**config.mk**
```make
export PLATFORM = sky130hd
export DESIGN_NAME = bbcw_ctrl
export DESIGN_NICKNAME = d
export VERILOG_FILES = /design/src/design/bbcw_pkg.sv /design/src/design/bbcw_ctrl.sv
export SDC_FILE = /design/constraint.sdc
export NUM_CORES = 1
export LEC_CHECK = 0
export ABC_AREA = 1
export BUFFER_PORTS_ARGS = -buffer_cell sky130_fd_sc_hd__buf_2
export CORE_MARGIN = 2
export CORE_UTILIZATION = 35
export CTS_CLUSTER_DIAMETER = 100
export CTS_CLUSTER_SIZE = 30
export DETAILED_ROUTE_END_ITERATION = 8
export REMOVE_ABC_BUFFERS = 1
export SLEW_MARGIN = 0
export SYNTH_ARGS = -nofsm -noshare
export SYNTH_HDL_FRONTEND = slang
export SYNTH_SLANG_ARGS = --single-unit
```
**constraint.sdc**
```tcl
create_clock -name clk_i -period 1.5 [get_ports clk_i]
set_clock_uncertainty 0.05 [all_clocks]
set_input_delay 0.15 -clock clk_i [delete_from_list [all_inputs] [get_ports clk_i]]
set_output_delay 0.15 -clock clk_i [all_outputs]
set_load 0.01 [all_outputs]
```
**src/design/bbcw_pkg.sv**
```systemverilog
// Shared types and constants for the clipped box blur block.
// No dependencies; imported by every module of the block.
package bbcw_pkg;

  localparam int MAX_HALF_WINDOW = 8;
  localparam int MAX_WIDTH       = 1024;
  localparam int MAX_HEIGHT      = 1024;
  localparam int RING_ROWS       = 2 * MAX_HALF_WINDOW;

  localparam int HW_W   = 4;                       // half window register
  localparam int DIM_W  = 11;                      // width / height registers
  localparam int COL_W  = 10;                      // pixel pointers
  localparam int RING_W = $clog2(RING_ROWS);
  localparam int ADDR_W = RING_W + COL_W;
  localparam int CNT_W  = $clog2(RING_ROWS * RING_ROWS + 1);
  localparam int SUM_W  = $clog2(RING_ROWS * RING_ROWS * 255 + 1);
  localparam int REM_W  = CNT_W + 1;
  localparam int DIVC_W = $clog2(SUM_W);
  localparam int PADDR_W = 4;
  localparam int PDATA_W = 32;

  localparam logic [1:0] REG_HALF_WINDOW  = 2'd0;
  localparam logic [1:0] REG_IMAGE_WIDTH  = 2'd1;
  localparam logic [1:0] REG_IMAGE_HEIGHT = 2'd2;

  localparam logic CMD_PUSH = 1'b0;

  typedef struct packed {
    logic [HW_W-1:0]  s;
    logic [DIM_W-1:0] w;
    logic [DIM_W-1:0] h;
  } cfg_t;

  typedef struct packed {
    logic accept;
    logic scan_start;
    logic scan_step;
    logic div_start;
    logic div_step;
    logic out_load;
  } ctl_cmd_t;

  typedef struct packed {
    logic win_ready;
    logic win_empty;
    logic scan_last;
    logic div_done;
    logic out_free;
  } dp_stat_t;

  typedef enum logic [6:0] {
    ST_IDLE   = 7'b0000001,
    ST_EVAL   = 7'b0000010,
    ST_SCAN   = 7'b0000100,
    ST_DRAIN  = 7'b0001000,
    ST_DSTART = 7'b0010000,
    ST_DIV    = 7'b0100000,
    ST_OUT    = 7'b1000000
  } state_e;

endpackage

```
**src/design/bbcw_ctrl.sv**
```systemverilog
// Sequencer: accept, readiness check, window scan, divide, output load.
// Depends on bbcw_pkg.
module bbcw_ctrl (
  input  logic                 clk_i,
  input  logic                 rst_ni,
  input  logic                 in_valid_i,
  output logic                 in_ready_o,
  input  bbcw_pkg::dp_stat_t   stat_i,
  output bbcw_pkg::ctl_cmd_t   cmd_o
);
  import bbcw_pkg::*;

  state_e state_q, state_d;

  always_ff @(posedge clk_i or negedge rst_ni) begin
    if (!rst_ni) state_q <= ST_IDLE;
    else         state_q <= state_d;
  end

  always_comb begin
    state_d    = state_q;
    cmd_o      = '0;
    in_ready_o = 1'b0;
    case (state_q)
      ST_IDLE: begin
        in_ready_o = 1'b1;
        if (in_valid_i) begin
          cmd_o.accept = 1'b1;
          state_d      = ST_EVAL;
        end
      end
      ST_EVAL: begin
        if (!stat_i.win_ready) begin
          state_d = ST_IDLE;
        end else begin
          cmd_o.scan_start = 1'b1;
          state_d = stat_i.win_empty ? ST_DSTART : ST_SCAN;
        end
      end
      ST_SCAN: begin
        cmd_o.scan_step = 1'b1;
        if (stat_i.scan_last) state_d = ST_DRAIN;
      end
      ST_DRAIN: state_d = ST_DSTART;   // last read lands in the sums
      ST_DSTART: begin
        cmd_o.div_start = 1'b1;
        state_d = ST_DIV;
      end
      ST_DIV: begin
        cmd_o.div_step = 1'b1;
        if (stat_i.div_done) state_d = ST_OUT;
      end
      ST_OUT: begin
        if (stat_i.out_free) begin
          cmd_o.out_load = 1'b1;
          state_d = ST_IDLE;
        end
      end
      default: state_d = ST_IDLE;
    endcase
  end

endmodule

```
# Word level (Yosys, flattened, before mapping)
# Index checks and enable logic that the tools add are counted.
# classes
n_addsub,0
n_mul,0
n_div,0
order_cmp,0
eq_ne,11
shifts,0
mux,17
bitwise_logic,0
n_reduce_logical,1
# ops
op,count
7-bit one-hot mux with 7 select lines,1
7-bit 2-to-1 mux,4
1-bit 2-to-1 mux,10
5-bit 2-to-1 mux,2
2-bit inequality test (second input constant),4
7-bit by 1-bit == test with 1-bit output (second input constant),1
7-bit by 2-bit == test with 1-bit output (second input constant),1
7-bit by 3-bit == test with 1-bit output (second input constant),1
7-bit by 4-bit == test with 1-bit output (second input constant),1
7-bit by 5-bit == test with 1-bit output (second input constant),1
7-bit by 6-bit == test with 1-bit output (second input constant),1
7-bit == test (second input constant),1
4-bit AND reduction,1
# totals
regBits,7
latch_bits,0
ramBits,0
romBits,0
inputBits,8
output_inout_bits,7
word_cells,30
mem_count,0

# Longest topological paths before layout
# depth
word_depth,3
ltp_mapped,9
depth_no_buf,9

# Worst setup path before layout
# No wires, ideal clock.
# synth_timing
kind,reg-to-output
from,register state_q[0]
to,output cmd_o[5] (netlist name)
t_arrival_ns,1.087
t_required_ns,1.300
path_slack_ns,0.213
path_stages_with_launch,7
path_buffers,0
cell_sequence,dfstp_2 -> inv_1 -> nor2_1 -> nand2_1 -> nor2_4 -> inv_1 -> nor2_1
# synth_rtl
element,line_no,text
"start, declared",bbcw_ctrl.sv:13,"state_e state_q, state_d;"
"start signal, assigned",bbcw_ctrl.sv:17,else state_q <= state_d;
"end, declared",bbcw_ctrl.sv:9,output bbcw_pkg::ctl_cmd_t cmd_o

==> out/qor.yml <==
status:
  outcome: "finished, violations left"
  violations: "negative setup slack"
synth:
  yosysUniqueCellTypes: 14
  synth_area_per_cell_sq_um: 7.02
  synth_top_cell_by_area: "dfrtp_1"
  synth_top_area_share_pct: 30.5
  yosysSeqAreaShare_pct: 35.9
  synth_seq_cells: 7
  syn_inst: 70
  ys_warn_count: 0
  synth.area.top_cells: "dfrtp_1, nand2_1, nor2_1, nor2_4, inv_1"
  syn_area_sq_um: 492
place:
  gp_congestion: 0.729
  port_buffers: 14
  pre_cts_ws_ns: 0.176
  placed_area_sq_um: 581
  dp_hpwl_um: 781
global_route:
  grt-ovfl-total: 0
  grt_max_degree: 8
  grt_pass1_wl_um: 1800
  grt_pass1_vias: 442
  track_usage_pct: 14.3
  antenna_found_initial: 0
critical_path:
  crit_type: "reg -> out"
  critical_path.top_delay_family: "flip-flops"
  required_ns: 1.30
  worst-r2r-cell-count: 9
  worstSetupEndpointType: "primary output"
  cp-start-kind: "flop"
  path_max_fanout: 3
  cp_slowest_stage_delay_ns: 0.53
  path_depth: 7
  crit_buf_inv: 3
  crit_slowest_cell: "dfstp_2"
  crit_arrival_ns: 1.37
  crit_chain: "inv_2, nor2_2, nand2_2, nor2_4, inv_2, nor2_2, buf_2"
sta:
  maxSlewViolCount: 0
  finalHoldViolCount: 0
  setup_tns_ns: -0.169
  period_share_pct: 105
  worst_slack_ns: -0.0743
  tightest_slew_ns: 0.176
  rsz0062_at_grt: "true"
  timing.final.crit_period_ns: 1.57
  setup_viol: 5
  fmax_mhz: 635
  relSlewSlack_pct: 88.2
cts:
  clock_sink_count: 7
  cts_root_buf: "clkbuf_4"
  h-tree-depth: 1
  cts_made_buffers: 3
  clk-insertion-delay-late_ns: 0.26
  tritoncts: "built"
  cts_buffer_depth: 2
  clk_pin_slew_ns: 0.05
routing:
  drc: 0
  routed_wl_um: 1110
  wl_per_cell_um: 10.0
  via_per_inst: 4.50
  vias: 499
  firstDrtPassIters: 4
  postRouteAntennaNets: 0
  drtIter0Drc: 11
run:
  cap_violations: 0
cells_and_area:
  finalCoreUtilization_pct: 53.8
  nets: 105
  largest_reg_flops: 7
  n_fill_cell: 132
  top_regs: "state_q: 7 flops"
  layout-drive-gt1-share_pct: 52.1
  top_register: "state_q"
  final_area_sq_um: 701
  n_antenna_cell: 0
  areaGrowthSynthToFinish_pct: 42.5
die:
  die_x_um: 41.5
  ios: 15
  die_h_um: 41.5
  start_util_pct: 37.8
  rows: 13
  die_area_sq_um: 1720
  core-area_sq_um: 1300
hold_path:
  min_path_type: "in -> reg"
  worstHoldPathCells: 2
power:
  leakage_nw: 0.383
  irDropWorstVdd_v: 0.000822
  power.total_mw: 1.02
  p_per_area_nw_per_um2: 1460
-- Yosys cell counts --
cell type,count
nor3_2,1
nand2_1,15
inv_2,2
nor2_1,15
nand3_1,2
nor2_2,3
inv_1,10
nand2_4,2
dfstp_2,1
nand2_2,5
nor3_1,1
nor2_4,4
dfrtp_1,6
o21ai_0,3
-- metal layers --
layer  up-vias  track usage (%)  part of all wire [%]
li1        261                -                     -
met1       215             15.7                    44
met2        19             21.9                    46
met3         4             2.61                   6.0
met4         0             15.5                   4.8
met5         -                0                     0
-- cells by family (layout without fill, tap and decap cells) --
| group | count (synthesis) | after routing | synth area share (%) |
|---|---|---|---|
| AND/OR/NAND/NOR | 48 | 48 | 51.9 |
| AO/OA/AOI/OAI | 3 | 3 | 3.05 |
| flip-flops | 7 | 7 | 35.9 |
| buffers and inverters | 12 | 38 | 9.16 |
-- cell type report --
type | instances | area, sq um | share of cell area, %
clock buffers | 4 | 26.3 | 3.75
flip-flops and latches | 7 | 176 | 25.2
well taps | 15 | 18.8 | 2.68
inverters | 12 | 45.0 | 6.43
repair buffers | 22 | 133 | 18.9
multi-input cells | 51 | 302 | 43.0
-- what timing repair did --
| item | 4_1_cts | 5_1_grt |
|---|---|---|
| pin swaps | 1 | 6 |
| setup buffers | 2 | 5 |
| hold endpoints to repair | 7 | 0 |
| endpoints found under the setup margin | 1 | 10 |
| resized for setup | 1 | 10 |
| hold buffers | 1 | 0 |
-- report_power, final --
group | internal [mW] | switching, mW
logic | 0.249 | 0.327
registers | 0.237 | 0.0319
clock network | 0.102 | 0.0753
total | 0.588 | 0.434
-- worst reg2reg max path: cells and delay by family, from the launching register on --
family	cells	cell delay, ns
simple gates	7	0.59
buf+inv	2	0.17
flops	1	0.53
-- cells in the final DEF (no fill, tap or decap) --
| cell | n |
|---|---|
| buf_2 | 14 |
| nand2_1 | 13 |
| nor2_1 | 11 |
| inv_1 | 8 |
| nand2_2 | 7 |
| buf_4 | 7 |
| nor2_4 | 6 |
| dfrtp_1 | 6 |
| nor2_2 | 5 |
| inv_2 | 4 |
| o21ai_0 | 3 |
| clkbuf_4 | 3 |
| nand2_4 | 2 |
| nand3_1 | 2 |
| nor3_4 | 1 |
| nor3_1 | 1 |
| clkbuf_1 | 1 |
| dlygate4sd3_1 | 1 |
| dfstp_2 | 1 |
-- per-stage QoR --
stage                     instances  hold slack [ns]
after detailed placement         99          -0.0605
after floorplan                  70           -0.196
after CTS                       106           0.0513
after global routing            111           0.0555
after global placement           99          -0.0595
final                           111           0.0516
-- worst paths after layout --
| kind | start | to | slack (ns) |
|---|---|---|---|
| max in group asynchronous | rst_ni | state_q[0]$_DFFE_PN1P_ | 0.96 |
| setup / recovery | state_q[0]$_DFFE_PN1P_ | cmd_o[5] | -0.07 |
| hold reg to reg | state_q[6]$_DFFE_PN0P_ | state_q[5]$_DFFE_PN0P_ | 0.58 |
| min in group asynchronous | rst_ni | state_q[1]$_DFFE_PN0P_ | 0.21 |
| setup reg to reg | state_q[0]$_DFFE_PN1P_ | state_q[1]$_DFFE_PN0P_ | 0.08 |
| hold / removal | stat_i[3] | state_q[2]$_DFFE_PN0P_ | 0.05 |
No activity file was read; power rests on OpenSTA's default activity.
