**config.mk**
```make
export PLATFORM = sky130hd
export DESIGN_NAME = bbcw_regs
export DESIGN_NICKNAME = d
export VERILOG_FILES = /design/src/design/bbcw_pkg.sv /design/src/design/bbcw_regs.sv
export SDC_FILE = /design/constraint.sdc
export NUM_CORES = 1
export LEC_CHECK = 0
export BUFFER_PORTS_ARGS = -buffer_cell sky130_fd_sc_hd__clkbuf_2
export CORE_UTILIZATION = 42
export DETAILED_ROUTE_END_ITERATION = 16
export PLACE_DENSITY = 0.84
export SLEW_MARGIN = 20
export SYNTH_ARGS = -nofsm -noshare
export SYNTH_HDL_FRONTEND = slang
export SYNTH_SLANG_ARGS = --single-unit
```
**constraint.sdc**
```tcl
create_clock -name clk_i -period 1.1 [get_ports clk_i]
set_clock_uncertainty 0.05 [all_clocks]
set_input_delay 0.11 -clock clk_i [delete_from_list [all_inputs] [get_ports clk_i]]
set_output_delay 0.11 -clock clk_i [all_outputs]
set_load 0.05 [all_outputs]
```
**src/design/bbcw_pkg.sv**
```systemverilog
// Shared types and constants for the clipped box blur block.
// No dependencies; imported by every module of the block.
package bbcw_pkg;

  localparam int MAX_HALF_WINDOW = 8;
  localparam int MAX_WIDTH       = 1024;
  localparam int MAX_HEIGHT      = 1024;
  localparam int RING_ROWS       = 2 * MAX_HALF_WINDOW;

  localparam int HW_W   = 4;                       // half window register
  localparam int DIM_W  = 11;                      // width / height registers
  localparam int COL_W  = 10;                      // pixel pointers
  localparam int RING_W = $clog2(RING_ROWS);
  localparam int ADDR_W = RING_W + COL_W;
  localparam int CNT_W  = $clog2(RING_ROWS * RING_ROWS + 1);
  localparam int SUM_W  = $clog2(RING_ROWS * RING_ROWS * 255 + 1);
  localparam int REM_W  = CNT_W + 1;
  localparam int DIVC_W = $clog2(SUM_W);
  localparam int PADDR_W = 4;
  localparam int PDATA_W = 32;

  localparam logic [1:0] REG_HALF_WINDOW  = 2'd0;
  localparam logic [1:0] REG_IMAGE_WIDTH  = 2'd1;
  localparam logic [1:0] REG_IMAGE_HEIGHT = 2'd2;

  localparam logic CMD_PUSH = 1'b0;

  typedef struct packed {
    logic [HW_W-1:0]  s;
    logic [DIM_W-1:0] w;
    logic [DIM_W-1:0] h;
  } cfg_t;

  typedef struct packed {
    logic accept;
    logic scan_start;
    logic scan_step;
    logic div_start;
    logic div_step;
    logic out_load;
  } ctl_cmd_t;

  typedef struct packed {
    logic win_ready;
    logic win_empty;
    logic scan_last;
    logic div_done;
    logic out_free;
  } dp_stat_t;

  typedef enum logic [6:0] {
    ST_IDLE   = 7'b0000001,
    ST_EVAL   = 7'b0000010,
    ST_SCAN   = 7'b0000100,
    ST_DRAIN  = 7'b0001000,
    ST_DSTART = 7'b0010000,
    ST_DIV    = 7'b0100000,
    ST_OUT    = 7'b1000000
  } state_e;

endpackage

```
**src/design/bbcw_regs.sv**
```systemverilog
// APB configuration registers with clamped geometry outputs.
// Depends on bbcw_pkg.
module bbcw_regs (
  input  logic                            clk_i,
  input  logic                            rst_ni,
  input  logic                            psel,
  input  logic                            penable,
  input  logic                            pwrite,
  input  logic [bbcw_pkg::PADDR_W-1:0]    paddr,
  input  logic [bbcw_pkg::PDATA_W-1:0]    pwdata,
  output logic [bbcw_pkg::PDATA_W-1:0]    prdata,
  output logic                            pready,
  output bbcw_pkg::cfg_t                  cfg_o
);
  import bbcw_pkg::*;

  logic [HW_W-1:0]  hw_q;
  logic [DIM_W-1:0] iw_q, ih_q;
  logic             wr_en;
  logic [1:0]       idx;

  assign pready = 1'b1;
  assign idx    = paddr[3:2];
  assign wr_en  = psel & penable & pwrite & pready;

  always_ff @(posedge clk_i or negedge rst_ni) begin
    if (!rst_ni) begin
      hw_q <= HW_W'(1);
      iw_q <= DIM_W'(640);
      ih_q <= DIM_W'(480);
    end else if (wr_en) begin
      case (idx)
        REG_HALF_WINDOW:  hw_q <= pwdata[HW_W-1:0];
        REG_IMAGE_WIDTH:  iw_q <= pwdata[DIM_W-1:0];
        REG_IMAGE_HEIGHT: ih_q <= pwdata[DIM_W-1:0];
        default: ;
      endcase
    end
  end

  always_comb begin
    case (idx)
      REG_HALF_WINDOW:  prdata = PDATA_W'(hw_q);
      REG_IMAGE_WIDTH:  prdata = PDATA_W'(iw_q);
      REG_IMAGE_HEIGHT: prdata = PDATA_W'(ih_q);
      default:          prdata = '0;
    endcase
  end

  always_comb begin
    cfg_o.s = (hw_q == '0) ? HW_W'(1) :
              (hw_q > HW_W'(MAX_HALF_WINDOW)) ? HW_W'(MAX_HALF_WINDOW) : hw_q;
    cfg_o.w = (iw_q == '0) ? DIM_W'(1) :
              (iw_q > DIM_W'(MAX_WIDTH)) ? DIM_W'(MAX_WIDTH) : iw_q;
    cfg_o.h = (ih_q == '0) ? DIM_W'(1) :
              (ih_q > DIM_W'(MAX_HEIGHT)) ? DIM_W'(MAX_HEIGHT) : ih_q;
  end

endmodule

```
Word level (Yosys, flattened, before mapping) --
Index checks and enable logic that the tools add are counted.
Storage, ports and cells: register bits 26, input bits 41, output and inout bits 59, word-level logic and storage cells 24
Cells by class: $lt $le $gt $ge 3, eq/ne operators 2, muxes and demuxes 7, bitwise gates (word level) 2, reductions and logical operators 7
Operators with widths (number):
- 11-bit 2-to-1 mux | 4
- 11-bit case mux with 3 select lines | 1
- 11-bit > comparator (second input constant) | 2
- 11-bit logical NOT | 2
- 4-bit 2-to-1 mux | 2
- 2-bit AND reduction | 3
- 4-bit > comparator (second input constant) | 1
- 4-bit logical NOT | 1
- 1-bit bitwise AND | 2
- 2-bit by 1-bit equality test with 1-bit output (second input constant) | 1
- 2-bit equality test (second input constant) | 1
- 2-bit logical NOT | 1

Longest topological paths before layout --
Gate-level depths: netlist of the first run.
depth in word-level cells 3, mapped depth 5, mapped depth without buffers 3

Worst setup path after synthesis of the first run --
OpenSTA, ideal clock, no wires.
path kind reg-to-output, from register hw_q[0], to output port prdata[0] in the netlist's numbering, arrival 1662 ps, required time 940 ps, setup slack -722 ps, stages on the path, launching flop included 3, path buffers 0, path through dfstp_2 mux2i_1 o21ai_0
Between the ends: word-level cells in the longest chain between the ends 1
Ends and longest elaborated chain:
- start: declaration | line bbcw_regs.sv:17 | logic [HW_W-1:0] hw_q;
- start signal: assignment | line bbcw_regs.sv:33 | REG_HALF_WINDOW: hw_q <= pwdata[HW_W-1:0];
- 11-bit case mux with 3 select lines | line bbcw_regs.sv:42 | case (idx)
- end: declaration | line bbcw_regs.sv:11 | output logic [bbcw_pkg::PDATA_W-1:0] prdata,
No other way between the ends.

==> results.cfg, run 1 <==
[detailed_routing]
totalWireLength_mm = 7.31
final_antenna_net_count = 0
detail_route.vias_per_cell = 5.48
avgRoutedWirePerCell_um = 25.8
vias = 1551
drt_drc_violations_left = 0
first_iter_violations = 62
drt_first_pass_iters = 4

[cells_and_area]
layout-drive-gt1-share = 0.806
synthToLayoutAreaGrowth_pct = 98.7
fillers = 119
most_frequent_cells_in_the_layout = buf_6, buf_8, conb_1
utilization = 0.904
antenna-diode-count = 0
finalNetCount = 279

[global_routing]
busiest_layer = met2
grt_remaining_overflow = 0
met1_usage = 0.367
globalRouteMet2Util = 0.539
grtUsageMet3 = 0.0399
pin_count_of_the_biggest_net_entering_global_routing = 27
grt_pass1_wl_mm = 8.89
global_route.usage.total = 0.307
antenna_found_initial = 0
vias_in_the_first_global_route = 1532

[pwr]
vdd_ir_drop_max_uv = 1750
p_int_mw = 3.66
power.switching_mw = 3.03
total_leakage_power_nw = 1.49
switching_power_share_of_the_total = 0.453
comb_power_share = 0.671
p_per_area_mw_per_mm2 = 2130
share_seq_of_total_power = 0.238
power_frac_clock = 0.091

[placement]
dp_hpwl_mm = 3.13
place_ws_ps = -286
gp_congestion = 0.840
port-buffer-count = 54

[die]
chipHeight_um = 63.3
die_ar_sq_mm = 0.00401
initial_utilization = 0.455
placementRows = 21
core_area_sq_mm = 0.00347
fp.dieW_um = 63.3
num_io_pins = 100

[clocking]
clkSinkCount = 26
ctsLongestPathBuffers = 2
clock_latency_on_the_worst_skew_pair_ps = 290
cts.htree.levels = 1
cts_root_buf = clkbuf_8
total_cts_buffers = 3
clk_pin_slew_ps = 90
tritoncts = done

[outcome]
violated_checks = negative setup slack
run_status = finished, violations left

[worst_setup_path]
critPathKind = reg -> out
r2r-start = ih_q[6]
critical_path.startpoint_type = register
worstPathArrival_ps = 1520
regToRegSetupSlack_ps = 0
worst_setup_path_end_kind = output port
worstReg2RegEnd = ih_q[6]
critPathSlowestCell = dfrtp_1
worst_path_required_time_ps = 940
crit_fanout = 2
critical_path.max_stage_delay_ps = 430
ff2ff_path_depth = 4
timing.critical_path.cells = nor4_4 -> a31oi_2 -> nor2_4 -> buf_8

[min_path]
whs_path_depth = 2
min_path_type = in -> reg
hold-path-endpoint = ih_q[4]
min_from = pwdata[4]

[yosys]
syn_avg_cell_area_sq_um = 11.0
postSynthCellCount = 144
yosys_register_bits = 26
yosys_warnings = 0
synth.distinct_cells = 22
mappedNetlistArea_sq_mm = 0.00158
yosysSeqAreaShare = 0.418

[timing]
period_minus_slack_ps = 1680
setup_violations = 43
setup_total_negative_slack_ps = -11810
finalMaxSlewViolations = 0
hold_slack_ps = 34.5
max_freq_mhz = 594
finalHoldViolations = 0
final_period_util = 1.53
worst_slack_ps = -583
unrepaired_setup_endpoints_after_global_routing = yes

[flow_run]
max_cap_violations = 0
-- final cells by class --
cell class | count | area (sq um) | share of cell area
Clock buffer | 4 | 45.0 | 0.0144
Multi-Input combinational cell | 106 | 1160 | 0.369
Sequential cell | 26 | 667 | 0.213
Tap cell | 46 | 57.6 | 0.0183
Timing Repair Buffer | 101 | 1210 | 0.386
-- metrics by stage --
step	total power [mW]	instance area [sq um]	std cells
2_1_floorplan	3.62	1870	164
3_3_place_gp	4.51	2360	265
3_5_place_dp	4.59	2360	265
4_1_cts	5.95	2910	276
5_1_grt	6.83	3140	283
6_report	6.69	3140	283
-- sequential cells by signal (all words and copies together) (netlist names) --
| name | count |
|---|---|
| iw_q | 11 |
| ih_q | 11 |
| hw_q | 4 |
-- timing repair --
| action | in CTS | in global routing |
|---|---|---|
| endpoints found under the setup margin | 37 | 44 |
| hold buffers | 1 | 0 |
| hold endpoints to repair | 19 | 0 |
| gates cloned | 1 | 1 |
| resized for setup | 95 | 63 |
| pin swaps | 4 | 6 |
| buffers inserted | 6 | 8 |
-- worst max-delay path: cells and delay by family (launching register included) --
kind | cells | cell delay, ps
buffers and inverters | 1 | 150
AOI/OAI and AO/OA | 1 | 190
and+or+nand+nor | 2 | 460
DFF | 1 | 430
-- cell families (layout without fill, tap and decap cells) --
group                  after synthesis  count (layout)  share of synthesized area
and+or+nand+nor                     41              41                      0.145
buffers and inverters               32             105                      0.139
muxes                               30              30                      0.235
DFF                                 26              26                      0.418
AOI/OAI and AO/OA                   13              13                     0.0594
other                                2              22                    0.00476
-- how the worst max path moves through the flow --
stage	startpoint	endpoint	slack [ps]	cells after the start
2_1_floorplan	hw_q[3]	cfg_o[23]	-180	1
3_3_place_gp	paddr[3]	prdata[9]	-280	4
3_5_place_dp	iw_q[5]	cfg_o[11]	-290	4
4_1_cts	iw_q[6]	cfg_o[11]	-460	4
5_1_grt	iw_q[8]	cfg_o[11]	-610	4
6_report	iw_q[8]	cfg_o[11]	-580	4
-- routing by layer --
layer,wire (um),vias up
met2,3740,109
met4,404,0
met3,468,33
li1,-,634
met5,0,-
met1,2700,775
-- cell usage after synthesis --
cell type  count  area [sq um]
nor2b_1       21           131
conb_1         2          7.51
a22o_1         7          61.3
nand2_1        4          15.0
nor3_1         3          15.0
mux2_4        10           150
buf_2          1          5.00
or3b_1         1          8.76
nor2_1         7          26.3
o21ai_0        4          20.0
mux2_2        16           180
nor4_1         2          12.5
buf_6          2          22.5
clkbuf_1       7          26.3
nand3_1        1          5.00
buf_4         22           165
dfrtp_1       19           475
and2b_1        1          7.51
mux2i_1        4          40.0
nor3b_1        1          7.51
dfstp_2        7           184
a31oi_1        2          12.5
-- power by group through the flow --
| stage | registers (mW) | logic (mW) | clock network (mW) |
|---|---|---|---|
| floorplan | 1.41 | 2.21 | 0 |
| global placement | 1.41 | 3.10 | 0 |
| detailed placement | 1.44 | 3.15 | 0 |
| CTS | 1.48 | 3.91 | 0.564 |
| global route | 1.60 | 4.59 | 0.644 |
| finish | 1.59 | 4.49 | 0.606 |
Note: power is estimated with default switching activity, not from simulation.
==> run 2: changes to the inputs <==
--- a/config.mk
+++ b/config.mk
@@ -13,3 +13,4 @@
 export SYNTH_ARGS = -nofsm -noshare
 export SYNTH_HDL_FRONTEND = slang
 export SYNTH_SLANG_ARGS = --single-unit
+export TNS_END_PERCENT = 20
==> run 2 against run 1 <==
The flow still finishes with violations (negative setup slack). Core utilization shrank 7.1 points. Maximum frequency grew 7.0%. Register-to-register slack improved by 40 ps. Wire length down 34%. Sequential cell count is the same. Global-route usage is 7.4 points lower. Clock power shrank 9.4%. Cell count decreased by 4.6%. Count of clock-buffer cells in the layout is the same. Setup slack better by 110 ps. First-iteration DRC count decreased by 45%. Non-clock buffer count shrank 13. Critical endpoint is now cfg_o[0]. Highest routed layer unchanged.
==> results.cfg, run 2 (synthesized netlist as in run 1, its figures left out) <==
[outcome]
run_status = finished, violations left
violated_checks = negative setup slack

[detailed_routing]
drt_first_pass_iters = 4
drt_drc_violations_left = 0
vias = 1336
final_antenna_net_count = 0
first_iter_violations = 34
totalWireLength_mm = 4.81
detail_route.vias_per_cell = 4.95
avgRoutedWirePerCell_um = 17.8

[die]
core_area_sq_mm = 0.00347
fp.dieW_um = 63.3
placementRows = 21
die_ar_sq_mm = 0.00401
initial_utilization = 0.455
num_io_pins = 100
chipHeight_um = 63.3

[pwr]
total_leakage_power_nw = 1.38
vdd_ir_drop_max_uv = 1240
finalPower_mw = 6.11
p_per_area_mw_per_mm2 = 2110

[global_routing]
global_route.usage.total = 0.232
vias_in_the_first_global_route = 1326
antenna_found_initial = 0
pin_count_of_the_biggest_net_entering_global_routing = 27
grt_remaining_overflow = 0
grt_pass1_wl_mm = 7.07

[cells_and_area]
final_cell_area_sq_mm = 0.00289
utilization = 0.834
finalNetCount = 266
most_frequent_cells_in_the_layout = conb_1, nor2b_4, buf_4
finish.cell_count_without_fillers = 270
synthToLayoutAreaGrowth_pct = 83.1
antenna-diode-count = 0
largest_registers = ih_q x11, iw_q x11, hw_q x4
layout-drive-gt1-share = 0.741
final_common_cell = conb_1

[worst_setup_path]
timing.critical_path.cells = nor4_4 -> a31oi_2 -> nor2_4 -> buf_12
worstReg2RegEnd = ih_q[10]
crit_fanout = 2
regToRegSetupSlack_ps = 40
critPathSlowestCell = dfstp_2
critPathKind = reg -> out
worst_setup_path_end_kind = output port
critical_path.max_stage_delay_ps = 390
ff2ff_path_depth = 2
r2r-start = ih_q[10]
worst_path_required_time_ps = 940
worstSetupStartpoint = ih_q[5]
worstPathArrival_ps = 1410
timing.critical_path.to = cfg_o[0]
critical_path.startpoint_type = register

[timing]
setup_violations = 37
max_freq_mhz = 636
finalHoldViolations = 0
unrepaired_setup_endpoints_after_global_routing = yes
final_period_util = 1.43
setup_total_negative_slack_ps = -9180
worst_slack_ps = -472
hold_slack_ps = 50.0
period_minus_slack_ps = 1570
finalMaxSlewViolations = 0

[placement]
post-place-cells = 261
dp_hpwl_mm = 2.95
placed_area_sq_mm = 0.00237
place_ws_ps = -266
port-buffer-count = 54
gp_congestion = 0.864

[clocking]
tritoncts = done
cts_root_buf = clkbuf_8
total_cts_buffers = 3
clkSinkCount = 26
cts.htree.levels = 1
clock_latency_on_the_worst_skew_pair_ps = 260
ctsLongestPathBuffers = 2
clk_pin_slew_ps = 90

[min_path]
min_path_type = in -> reg

[flow_run]
max_cap_violations = 0
run 2: changes by cell type in the layout (fill, tap and decap cells not counted), moves of 3 or more:
cell | before | now
buf_12 | 11 | 19
clkbuf_16 | 4 | 1
buf_8 | 25 | 19
buf_6 | 25 | 11
mux2_4 | 17 | 10
mux2_2 | 9 | 16
run 2: how the worst min path moves through the flow:
| stage | cells past startpoint | endpoint | slack [ps] | startpoint |
|---|---|---|---|---|
| 5_1_grt | 2 | ih_q[8] | 50 | pwdata[8] |
| 6_report | 2 | ih_q[9] | 50 | pwdata[9] |
| 3_5_place_dp | 2 | ih_q[1] | 70 | rst_ni |
| 4_1_cts | 2 | ih_q[5] | 50 | pwdata[5] |
| 2_1_floorplan | 0 | hw_q[1] | -240 | rst_ni |
| 3_3_place_gp | 2 | ih_q[1] | 60 | rst_ni |
run 2: area by class of cell:
cell class | count | area [sq um]
multi-input cells | 106 | 1060
flip-flops and latches | 26 | 664
clock buffers | 4 | 45.0
fillers | 166 | 577
repair buffers | 88 | 1060
well taps | 46 | 57.6
run 2: where the power goes:
group / leakage (nW) / internal [mW] / switching, mW / total, mW
Clock: 0.0228 / 0.259 / 0.290 / 0.549
Combinational: 1.05 / 1.95 / 2.11 / 4.06
Sequential: 0.302 / 1.23 / 0.278 / 1.51
Total: 1.38 / 3.44 / 2.67 / 6.11
run 2: worst max-delay path: cells and delay by family, from the launching register on:
family          cells  cell delay, ps
compound gates      1             170
buf+inv             1             140
flops               1             390
simple gates        2             440
run 2: repair_timing:
action                                  in CTS  in global routing
hold buffers                                 1                  0
pin swaps                                    5                  2
buffers inserted                             2                  2
endpoints found under the setup margin      37                 40
cloned                                       1                  0
gates resized for setup                     72                 39
endpoints found under the hold margin       19                  0
run 2: layer usage:
metal  share of wire  up-vias  track usage
li1                -      608            -
met1            0.42      660        0.298
met2            0.52       62        0.411
met3           0.038        6       0.0236
met4           0.017        0       0.0682
met5               0        -            0
